`src/rtl/core/asfs_pkg.sv`:
```
// ----------------------------------------------------------------------------
// asfs_pkg
// shared types and constants of the audio silence frame skipper: channel
// payloads, register indexes, reset values and the controller/datapath link
// ----------------------------------------------------------------------------
package asfs_pkg;

   // sample and register widths
   localparam int SAMPLE_W = 16;
   localparam int LEVEL_W  = 8;
   localparam int CSR_W    = 8;
   localparam int CSR_IDX_W = 1;

   // squared magnitude of a 16-bit sample is at most 2^30
   localparam int SQ_W = 31;

   // rms scale squared: 1000^2
   localparam int SCALE_W = 20;
   localparam logic [SCALE_W-1:0] RMS_SCALE_SQ = 20'd1000000;

   // register indexes
   localparam logic [CSR_IDX_W-1:0] CSR_QUIET_LEVEL = 1'b0;
   localparam logic [CSR_IDX_W-1:0] CSR_HANGOVER    = 1'b1;

   // register reset values
   localparam logic [LEVEL_W-1:0] QUIET_LEVEL_RESET = 8'd10;
   localparam logic [LEVEL_W-1:0] HANGOVER_RESET    = 8'd25;

   typedef struct packed {
      logic signed [SAMPLE_W-1:0] sample;
      logic                       last;
      logic                       bypass;
   } req_payload_type;

   typedef struct packed {
      logic skip_frame;
      logic key_frame;
   } rsp_payload_type;

   // datapath operations issued by the controller
   typedef enum logic [3:0] {
      OP_NONE,
      OP_FLUSH_CLR,
      OP_MUL_LC,
      OP_MUL_RHS,
      OP_MUL_PLO,
      OP_MUL_PHI,
      OP_SUM_LHS,
      OP_DECIDE
   } dp_op_type;

   typedef struct packed {
      logic      sample_take;
      dp_op_type op;
   } ctl_cmd_type;

   typedef struct packed {
      logic out_free;
   } dp_status_type;

endpackage

```
`src/rtl/core/asfs_ctrl.sv`:
```
// ----------------------------------------------------------------------------
// asfs_ctrl
// frame sequencer: accepts samples, then steps the datapath through the
// frame-end compare, held at decide by a full output, one operation per cycle
// ----------------------------------------------------------------------------
module asfs_ctrl (
   input  logic                     clock,
   input  logic                     reset,
   input  logic                     req_valid,
   input  asfs_pkg::req_payload_type req_payload,
   output logic                     req_stall,
   input  asfs_pkg::dp_status_type  status,
   output asfs_pkg::ctl_cmd_type    cmd
);
   import asfs_pkg::*;

   typedef enum logic [2:0] {
      ST_ACCEPT,
      ST_FLUSH,
      ST_LC,
      ST_RHS,
      ST_PLO,
      ST_PHI,
      ST_LHS,
      ST_DECIDE
   } state_type;

   state_type state_ff, state_in;
   logic      bypass_ff, bypass_in;
   logic      take;

   assign req_stall = (state_ff != ST_ACCEPT);
   assign take      = (state_ff == ST_ACCEPT) && req_valid;

   always_comb begin
      state_in        = state_ff;
      bypass_in       = bypass_ff;
      cmd.sample_take = take;
      cmd.op          = OP_NONE;
      unique case (state_ff)
         ST_ACCEPT: begin
            if (take && req_payload.last) begin
               state_in  = ST_FLUSH;
               bypass_in = req_payload.bypass;
            end
         end
         // last square lands in the sum during this cycle
         ST_FLUSH: begin
            if (bypass_ff) begin
               cmd.op   = OP_FLUSH_CLR;
               state_in = ST_ACCEPT;
            end else begin
               state_in = ST_LC;
            end
         end
         ST_LC: begin
            cmd.op   = OP_MUL_LC;
            state_in = ST_RHS;
         end
         ST_RHS: begin
            cmd.op   = OP_MUL_RHS;
            state_in = ST_PLO;
         end
         ST_PLO: begin
            cmd.op   = OP_MUL_PLO;
            state_in = ST_PHI;
         end
         ST_PHI: begin
            cmd.op   = OP_MUL_PHI;
            state_in = ST_LHS;
         end
         ST_LHS: begin
            cmd.op   = OP_SUM_LHS;
            state_in = ST_DECIDE;
         end
         ST_DECIDE: begin
            if (status.out_free) begin
               cmd.op   = OP_DECIDE;
               state_in = ST_ACCEPT;
            end
         end
      endcase
   end

   always_ff @(posedge clock) begin
      if (reset) begin
         state_ff  <= ST_ACCEPT;
         bypass_ff <= 1'b0;
      end else begin
         state_ff  <= state_in;
         bypass_ff <= bypass_in;
      end
   end

endmodule

```
`src/rtl/core/asfs_datapath.sv`:
```
// ----------------------------------------------------------------------------
// asfs_datapath
// square and accumulate, shared multiplier for the frame-end compare,
// hangover counter and result register
// ----------------------------------------------------------------------------
module asfs_datapath #(
   parameter int MAX_FRAME_SAMPLES = 65536
) (
   input  logic                         clock,
   input  logic                         reset,
   input  asfs_pkg::req_payload_type    req_payload,
   input  logic                         csr_write_en,
   input  logic [asfs_pkg::CSR_IDX_W-1:0] csr_index,
   input  logic [asfs_pkg::CSR_W-1:0]   csr_write_data,
   input  asfs_pkg::ctl_cmd_type        cmd,
   output asfs_pkg::dp_status_type      status,
   output logic                         rsp_valid,
   input  logic                         rsp_stall,
   output asfs_pkg::rsp_payload_type    rsp_payload
);
   import asfs_pkg::*;

   localparam int CNT_W   = $clog2(MAX_FRAME_SAMPLES + 1);
   localparam int SUM_W   = SQ_W - 1 + CNT_W;
   localparam int H_W     = (SUM_W + 1) / 2;
   localparam int HI_W    = SUM_W - H_W;
   localparam int LC_W    = LEVEL_W + CNT_W;
   localparam int RHS_W   = 2 * LC_W;
   localparam int PLO_W   = H_W + SCALE_W;
   localparam int PHI_W   = HI_W + SCALE_W;
   localparam int LHS_W   = SUM_W + SCALE_W;
   localparam int OPND_A  = (LC_W > H_W) ? LC_W : H_W;
   localparam int OPND_W  = (OPND_A > SCALE_W) ? OPND_A : SCALE_W;
   localparam int PROD_W  = 2 * OPND_W;
   localparam int CMP_W   = (LHS_W > RHS_W) ? LHS_W : RHS_W;
   localparam logic [CNT_W-1:0] MAX_CNT = CNT_W'(MAX_FRAME_SAMPLES);

   logic [SUM_W-1:0]   sum_ff, sum_in;
   logic [CNT_W-1:0]   cnt_ff, cnt_in;
   logic [SQ_W-1:0]    sq_ff, sq_in;
   logic               sq_pend_ff, sq_pend_in;
   logic [LEVEL_W-1:0] level_ff, level_in;
   logic [LEVEL_W-1:0] hangover_ff, hangover_in;
   logic [LEVEL_W-1:0] qcnt_ff, qcnt_in;
   logic               skipping_ff, skipping_in;
   logic [LC_W-1:0]    lc_ff, lc_in;
   logic [RHS_W-1:0]   rhs_ff, rhs_in;
   logic [PLO_W-1:0]   plo_ff, plo_in;
   logic [PHI_W-1:0]   phi_ff, phi_in;
   logic [LHS_W-1:0]   lhs_ff, lhs_in;
   logic               rsp_valid_ff, rsp_valid_in;
   rsp_payload_type    rsp_payload_ff, rsp_payload_in;

   logic [SAMPLE_W-1:0]   mag;
   logic [2*SAMPLE_W-1:0] sq_full;
   logic [OPND_W-1:0]     mul_a, mul_b;
   logic [PROD_W-1:0]     mul_p;
   logic                  quiet;

   assign mag     = req_payload.sample[SAMPLE_W-1] ?
                    (~req_payload.sample + 1'b1) : req_payload.sample;
   assign sq_full = mag * mag;

   // shared multiplier, one product per multiply step
   always_comb begin
      mul_a = '0;
      mul_b = '0;
      case (cmd.op)
         OP_MUL_LC: begin
            mul_a = OPND_W'(level_ff);
            mul_b = OPND_W'(cnt_ff);
         end
         OP_MUL_RHS: begin
            mul_a = OPND_W'(lc_ff);
            mul_b = OPND_W'(lc_ff);
         end
         OP_MUL_PLO: begin
            mul_a = OPND_W'(sum_ff[H_W-1:0]);
            mul_b = OPND_W'(RMS_SCALE_SQ);
         end
         OP_MUL_PHI: begin
            mul_a = OPND_W'(sum_ff[SUM_W-1:H_W]);
            mul_b = OPND_W'(RMS_SCALE_SQ);
         end
         default: begin
            mul_a = '0;
            mul_b = '0;
         end
      endcase
   end

   assign mul_p = mul_a * mul_b;
   assign quiet = CMP_W'(lhs_ff) < CMP_W'(rhs_ff);

   assign status.out_free = !rsp_valid_ff || !rsp_stall;

   always_comb begin
      sum_in         = sum_ff;
      cnt_in         = cnt_ff;
      sq_in          = sq_ff;
      sq_pend_in     = 1'b0;
      level_in       = level_ff;
      hangover_in    = hangover_ff;
      qcnt_in        = qcnt_ff;
      skipping_in    = skipping_ff;
      lc_in          = lc_ff;
      rhs_in         = rhs_ff;
      plo_in         = plo_ff;
      phi_in         = phi_ff;
      lhs_in         = lhs_ff;
      rsp_valid_in   = rsp_valid_ff && rsp_stall;
      rsp_payload_in = rsp_payload_ff;

      // square registered at the transfer, added in the next cycle
      if (sq_pend_ff) begin
         sum_in = sum_ff + SUM_W'(sq_ff);
      end
      if (cmd.sample_take && !req_payload.bypass && (cnt_ff < MAX_CNT)) begin
         sq_in      = sq_full[SQ_W-1:0];
         sq_pend_in = 1'b1;
         cnt_in     = cnt_ff + 1'b1;
      end

      case (cmd.op)
         OP_FLUSH_CLR: begin
            sum_in = '0;
            cnt_in = '0;
         end
         OP_MUL_LC:  lc_in  = mul_p[LC_W-1:0];
         OP_MUL_RHS: rhs_in = mul_p[RHS_W-1:0];
         OP_MUL_PLO: plo_in = mul_p[PLO_W-1:0];
         OP_MUL_PHI: phi_in = mul_p[PHI_W-1:0];
         OP_SUM_LHS: lhs_in = LHS_W'(plo_ff) + (LHS_W'(phi_ff) << H_W);
         OP_DECIDE: begin
            sum_in                    = '0;
            cnt_in                    = '0;
            rsp_valid_in              = 1'b1;
            rsp_payload_in.skip_frame = 1'b0;
            rsp_payload_in.key_frame  = 1'b0;
            if (quiet) begin
               if (qcnt_ff == hangover_ff) begin
                  rsp_payload_in.skip_frame = 1'b1;
                  skipping_in               = 1'b1;
               end else begin
                  qcnt_in = qcnt_ff + 1'b1;
               end
            end else begin
               rsp_payload_in.key_frame = skipping_ff;
               skipping_in              = 1'b0;
               qcnt_in                  = '0;
            end
         end
         default: begin
         end
      endcase

      if (csr_write_en) begin
         unique case (csr_index)
            CSR_QUIET_LEVEL: level_in = csr_write_data;
            CSR_HANGOVER: begin
               hangover_in = csr_write_data;
               qcnt_in     = csr_write_data;
            end
         endcase
      end
   end

   always_ff @(posedge clock) begin
      if (reset) begin
         sum_ff       <= '0;
         cnt_ff       <= '0;
         sq_pend_ff   <= 1'b0;
         level_ff     <= QUIET_LEVEL_RESET;
         hangover_ff  <= HANGOVER_RESET;
         qcnt_ff      <= HANGOVER_RESET;
         skipping_ff  <= 1'b0;
         rsp_valid_ff <= 1'b0;
      end else begin
         sum_ff       <= sum_in;
         cnt_ff       <= cnt_in;
         sq_pend_ff   <= sq_pend_in;
         level_ff     <= level_in;
         hangover_ff  <= hangover_in;
         qcnt_ff      <= qcnt_in;
         skipping_ff  <= skipping_in;
         rsp_valid_ff <= rsp_valid_in;
      end
   end

   always_ff @(posedge clock) begin
      sq_ff          <= sq_in;
      lc_ff          <= lc_in;
      rhs_ff         <= rhs_in;
      plo_ff         <= plo_in;
      phi_ff         <= phi_in;
      lhs_ff         <= lhs_in;
      rsp_payload_ff <= rsp_payload_in;
   end

   assign rsp_valid   = rsp_valid_ff;
   assign rsp_payload = rsp_payload_ff;

endmodule

```
`src/rtl/core/audio_silence_frame_skipper_top.sv`:
```
// ----------------------------------------------------------------------------
// audio_silence_frame_skipper_top
// rms silence detector with hangover: marks quiet audio frames for skipping
// ----------------------------------------------------------------------------
// usage
//   req channel: one signed 16-bit sample per transfer, with last on the
//     final sample of a frame and bypass for frames skipped upstream
//   rsp channel: one transfer per frame end without bypass, carrying
//     skip_frame and key_frame; bypassed frame ends give no transfer
//   csr port: write quiet_level (index 0) or hangover (index 1) while idle;
//     a hangover write also loads the quiet frame counter
// throughput and frame-end steps
//   samples transfer one per cycle within a frame; after the last sample of a
//   frame the input stalls while the frame-end compare runs through the
//   shared multiplier (a bypassed frame end stalls for the flush only): flush,
//   level*count, its square, two partial products of sum*10^6, their sum,
//   then compare and decide, the result registered in the decide step
// reset
//   synchronous, active high; sums cleared, quiet_level 10, hangover 25,
//   counter 25, not skipping
// backpressure
//   a stalled result holds in the output register; samples of the next frame
//   keep flowing, and the next frame end waits in its decide step until the
//   output register frees up
// ----------------------------------------------------------------------------
module audio_silence_frame_skipper_top #(
   parameter int MAX_FRAME_SAMPLES = 65536
) (
   input  logic                           clock,
   input  logic                           reset,
   // sample input
   input  logic                           req_valid,
   output logic                           req_stall,
   input  asfs_pkg::req_payload_type      req_payload,
   // frame result
   output logic                           rsp_valid,
   input  logic                           rsp_stall,
   output asfs_pkg::rsp_payload_type      rsp_payload,
   // register writes
   input  logic                           csr_write_en,
   input  logic [asfs_pkg::CSR_IDX_W-1:0] csr_index,
   input  logic [asfs_pkg::CSR_W-1:0]     csr_write_data
);
   import asfs_pkg::*;

   // controller to datapath link
   ctl_cmd_type   cmd;
   dp_status_type status;

   // sequencer: sample transfers and the frame-end steps
   asfs_ctrl u_ctrl (
      .clock       (clock),
      .reset       (reset),
      .req_valid   (req_valid),
      .req_payload (req_payload),
      .req_stall   (req_stall),
      .status      (status),
      .cmd         (cmd)
   );

   // accumulators, compare arithmetic, hangover state and result register
   asfs_datapath #(
      .MAX_FRAME_SAMPLES (MAX_FRAME_SAMPLES)
   ) u_datapath (
      .clock          (clock),
      .reset          (reset),
      .req_payload    (req_payload),
      .csr_write_en   (csr_write_en),
      .csr_index      (csr_index),
      .csr_write_data (csr_write_data),
      .cmd            (cmd),
      .status         (status),
      .rsp_valid      (rsp_valid),
      .rsp_stall      (rsp_stall),
      .rsp_payload    (rsp_payload)
   );

endmodule
```
`config.mk`:
```
export PLATFORM = sky130hd
export DESIGN_NAME = audio_silence_frame_skipper_top
export DESIGN_NICKNAME = d
export VERILOG_FILES = /design/src/rtl/core/asfs_pkg.sv /design/src/rtl/core/asfs_ctrl.sv /design/src/rtl/core/asfs_datapath.sv /design/src/rtl/core/audio_silence_frame_skipper_top.sv
export SDC_FILE = /design/constraint.sdc
export NUM_CORES = 2
export LEC_CHECK = 0
export BUFFER_PORTS_ARGS = -buffer_cell sky130_fd_sc_hd__buf_2
export CORE_MARGIN = 5
export CORE_UTILIZATION = 50
export CTS_BUF_LIST = sky130_fd_sc_hd__clkbuf_8 sky130_fd_sc_hd__clkbuf_16
export CTS_CLUSTER_DIAMETER = 120
export CTS_CLUSTER_SIZE = 12
export DETAILED_ROUTE_END_ITERATION = 12
export PLACE_DENSITY = 0.68
export SLEW_MARGIN = 20
export SYNTH_ARGS = -nofsm -noshare
export SYNTH_HDL_FRONTEND = slang
export SYNTH_SLANG_ARGS = --single-unit
```
`constraint.sdc`:
```
create_clock -name clock -period 24.3 [get_ports clock]
set_clock_uncertainty 0.05 [all_clocks]
set_input_delay 2.43 -clock clock [delete_from_list [all_inputs] [get_ports clock]]
set_output_delay 2.43 -clock clock [all_outputs]
set_load 0.02 [all_outputs]
```
==> summary.md <==
| Metric | Value |
|---|---|
| Endpoint type of the worst setup path | flop |
| Bufs and invs on worst path | 5 |
| DP HPWL | 97.3 mm |
| Asr flop ratio synth | 0% |
| Slowest CP cell | a221o_1 |
| Core ar. | 0.0872 mm² |
| Pre-Repair DR Iteration Count | 6 |
| Ports | 36 |
| Place WS | 13.94 ns |
| Worst Setup Slack, final | 14.15 ns |
| Final Hold Violating Endpoints | 0 |
| Max-Cap Viols | 0 |
| Number of remaining DRC errors | 0 |
| Initial Util | 50.5% |
| Initial antenna violation count | 2 |
| Top FF cell, synth | edfxtp_1 |
| Post-CTS Setup Bufs | 0 |
| CTS Buffer Depth | 3 |
| Remaining Overflow, GRT | 0 |
| Share of the synthesized area in the top cell type | 31.4% |
| Pins Over Slew Limit | 0 |
| Worst min-delay path category | reg -> reg |
| ANT nets after route | 0 |
| Std-Cell Rows | 108 |
| Final period util | 41.8% |
| RSZ-0062 raised after global routing | false |
| Via count | 32300 |
| Max_slew headroom | 23.5% |
| Worst Path Required | 24.53 ns |
| Max FO, Critical Path | 60 |
| Inserted Clock Buffers | 36 |
| Port buffer count | 35 |
| Yosys cell types | 84 |
| Core Util, Final | 53.5% |
| Synth Instances | 4625 |
| Synth Register Bits | 356 |
| Max frequency | 98.5 MHz |
| Depth of the CTS H-tree | 2 |
| PwrDens | 84.7 mW/mm² |
| Die Footprint | 0.0942 mm² |
| Synth top area cells | fa_1 31%, edfxtp_1 18%, ha_1 11% |
| Commonest cells after routing, fill and taps aside | 961 x inv_1, 691 x fa_1, 485 x nand2_1 |
| CP peak stage delay | 0.76 ns |
| Sink Count | 356 |
| Die width | 307 µm |
| Area Overhead vs Synth | 5.75% |
| Final setup violating endpoints | 0 |
| Vias/cell | 5.59 |
| Clock root buffer | clkbuf_16 |
| Setup_tns | 0 ns |
| Status | complete, no violations |
| Share of cells above drive strength 1 | 4.18% |
| Commonest non-fill, non-tap cell in the layout | inv_1 |
| Worst slew pin tran | 1.15 ns |
| Number of synthesized flops with an enable pin | 261 |
| Cell repeated most along the worst path | fa_1 |
| CTS tree | yes |
| Height of the die | 307 µm |
| Hold-fix buffers, CTS | 0 |
| Clock-pin slew on the worst setup and hold paths | 0.07 ns |
| Arr. time, crit path | 10.38 ns |
| PostCTS Resize Cnt | 0 |
| WL final | 122 mm |
| Crit Path Class | reg -> reg |
| Vias in the first global route | 33500 |
| Period minus WS final | 10.15 ns |
| Sequential-to-total area share from yosys stat | 22.1% |
| First-pass GRT wire length | 192 mm |
| Syn. warnings | 0 |
| DR iter-0 viols | 2678 |
| DR WL/cell | 21.1 µm |
| Crit path launch type | flop |
| Leak | 22.3 nW |
| Routability cong. | 0.972 |
| Worst vdd ir | 0.213 mV |
| Gr usage total | 26.1% |
| Yosys top cell by area | fa_1 |
| Pin count of the biggest net entering global routing | 68 |
| Final net count | 5709 |
| Avg Inst Size Synth | 9.53 µm² |
| Worst-Skew Late Latency | 0.58 ns |
| Syn Std Cell Area | 0.0441 mm² |
| Crit-path leading delay family | adder cells |
## state kept, by name (all words and copies together), names as in the netlist, 17 cells and up
register	flops
u_datapath.phi_ff	43
u_datapath.plo_ff	44
u_datapath.lhs_ff	67
u_datapath.rhs_ff	50
u_datapath.sq_ff	30
u_datapath.lc_ff	25
u_datapath.sum_ff	47
u_datapath.cnt_ff	17
## synthesized netlist by cell type, types with 67 or more instances
cell type    n
o21ai_0     92
dfxtp_1     95
nand2_1    485
fa_1       691
clkbuf_1   127
edfxtp_1   261
ha_1       380
inv_1      951
a21o_1      67
a21oi_1    158
nor2_1     477
xnor2_1    129
## worst paths after layout
| kind | start | end | slack (ns) | cells past startpoint |
|---|---|---|---|---|
| worst max-delay path | u_ctrl.state_ff[0] | u_datapath.phi_ff[42] | 14.15 | 25 |
| worst min-delay path | u_datapath.plo_ff[3] | u_datapath.lhs_ff[3] | 0.37 | 0 |
| worst max register to register | u_ctrl.state_ff[0] | u_datapath.phi_ff[42] | 14.15 | 25 |
| worst min register to register | u_datapath.plo_ff[3] | u_datapath.lhs_ff[3] | 0.37 | 0 |
## report_power, final
part           leakage (nW)  switching [mW]  internal (mW)
clock network         0.519           0.240          0.267
logic                  18.6            1.51           1.09
registers              3.17          0.0319          0.810
## metrics by stage
step                      cell area [µm²]  std cells  hold slack (ns)  total power [mW]
after global routing                46600       5773            0.372              4.30
after global placement              45600       5723            0.351              3.42
after detailed placement            45600       5723            0.355              3.44
after floorplan                     44100       4635            0.350              2.77
after CTS                           46600       5773            0.367              3.96
final                               46600       5774            0.367              3.95
## routing by layer
| layer | global-route usage, % | part of all wire [%] | up-vias |
|---|---|---|---|
| li1 | - | - | 14600 |
| met1 | 34.4 | 40 | 16100 |
| met2 | 43.3 | 47 | 1307 |
| met3 | 5.05 | 8.4 | 299 |
| met4 | 9.59 | 4.6 | 0 |
| met5 | 0 | 0 | - |
## kinds of logic (layout without fill, tap and decap cells)
| group | Yosys count | in the layout | synth area share (%) |
|---|---|---|---|
| other | 2 | 13 | 0.0170 |
| adders and majority gates | 1071 | 1071 | 42.2 |
| AOI/OAI and AO/OA | 570 | 570 | 8.63 |
| DFF | 356 | 356 | 22.1 |
| xor gates and xnor gates | 184 | 184 | 3.67 |
| muxes | 50 | 50 | 1.14 |
| and+or+nand+nor | 1268 | 1268 | 12.6 |
| buffers and inverters | 1124 | 1107 | 9.65 |
## cell type report
type                    instances  area, µm²
fillers                      7801      40600
multi-input cells            3155      30200
flip-flops and latches        356       9740
inverters                     962       3610
well taps                    1155       1450
clock buffers                  36        901
repair buffers                 95        626
clock inverters                14       80.1
diodes                          1       2.50
(Power assumes the default switching activity.)
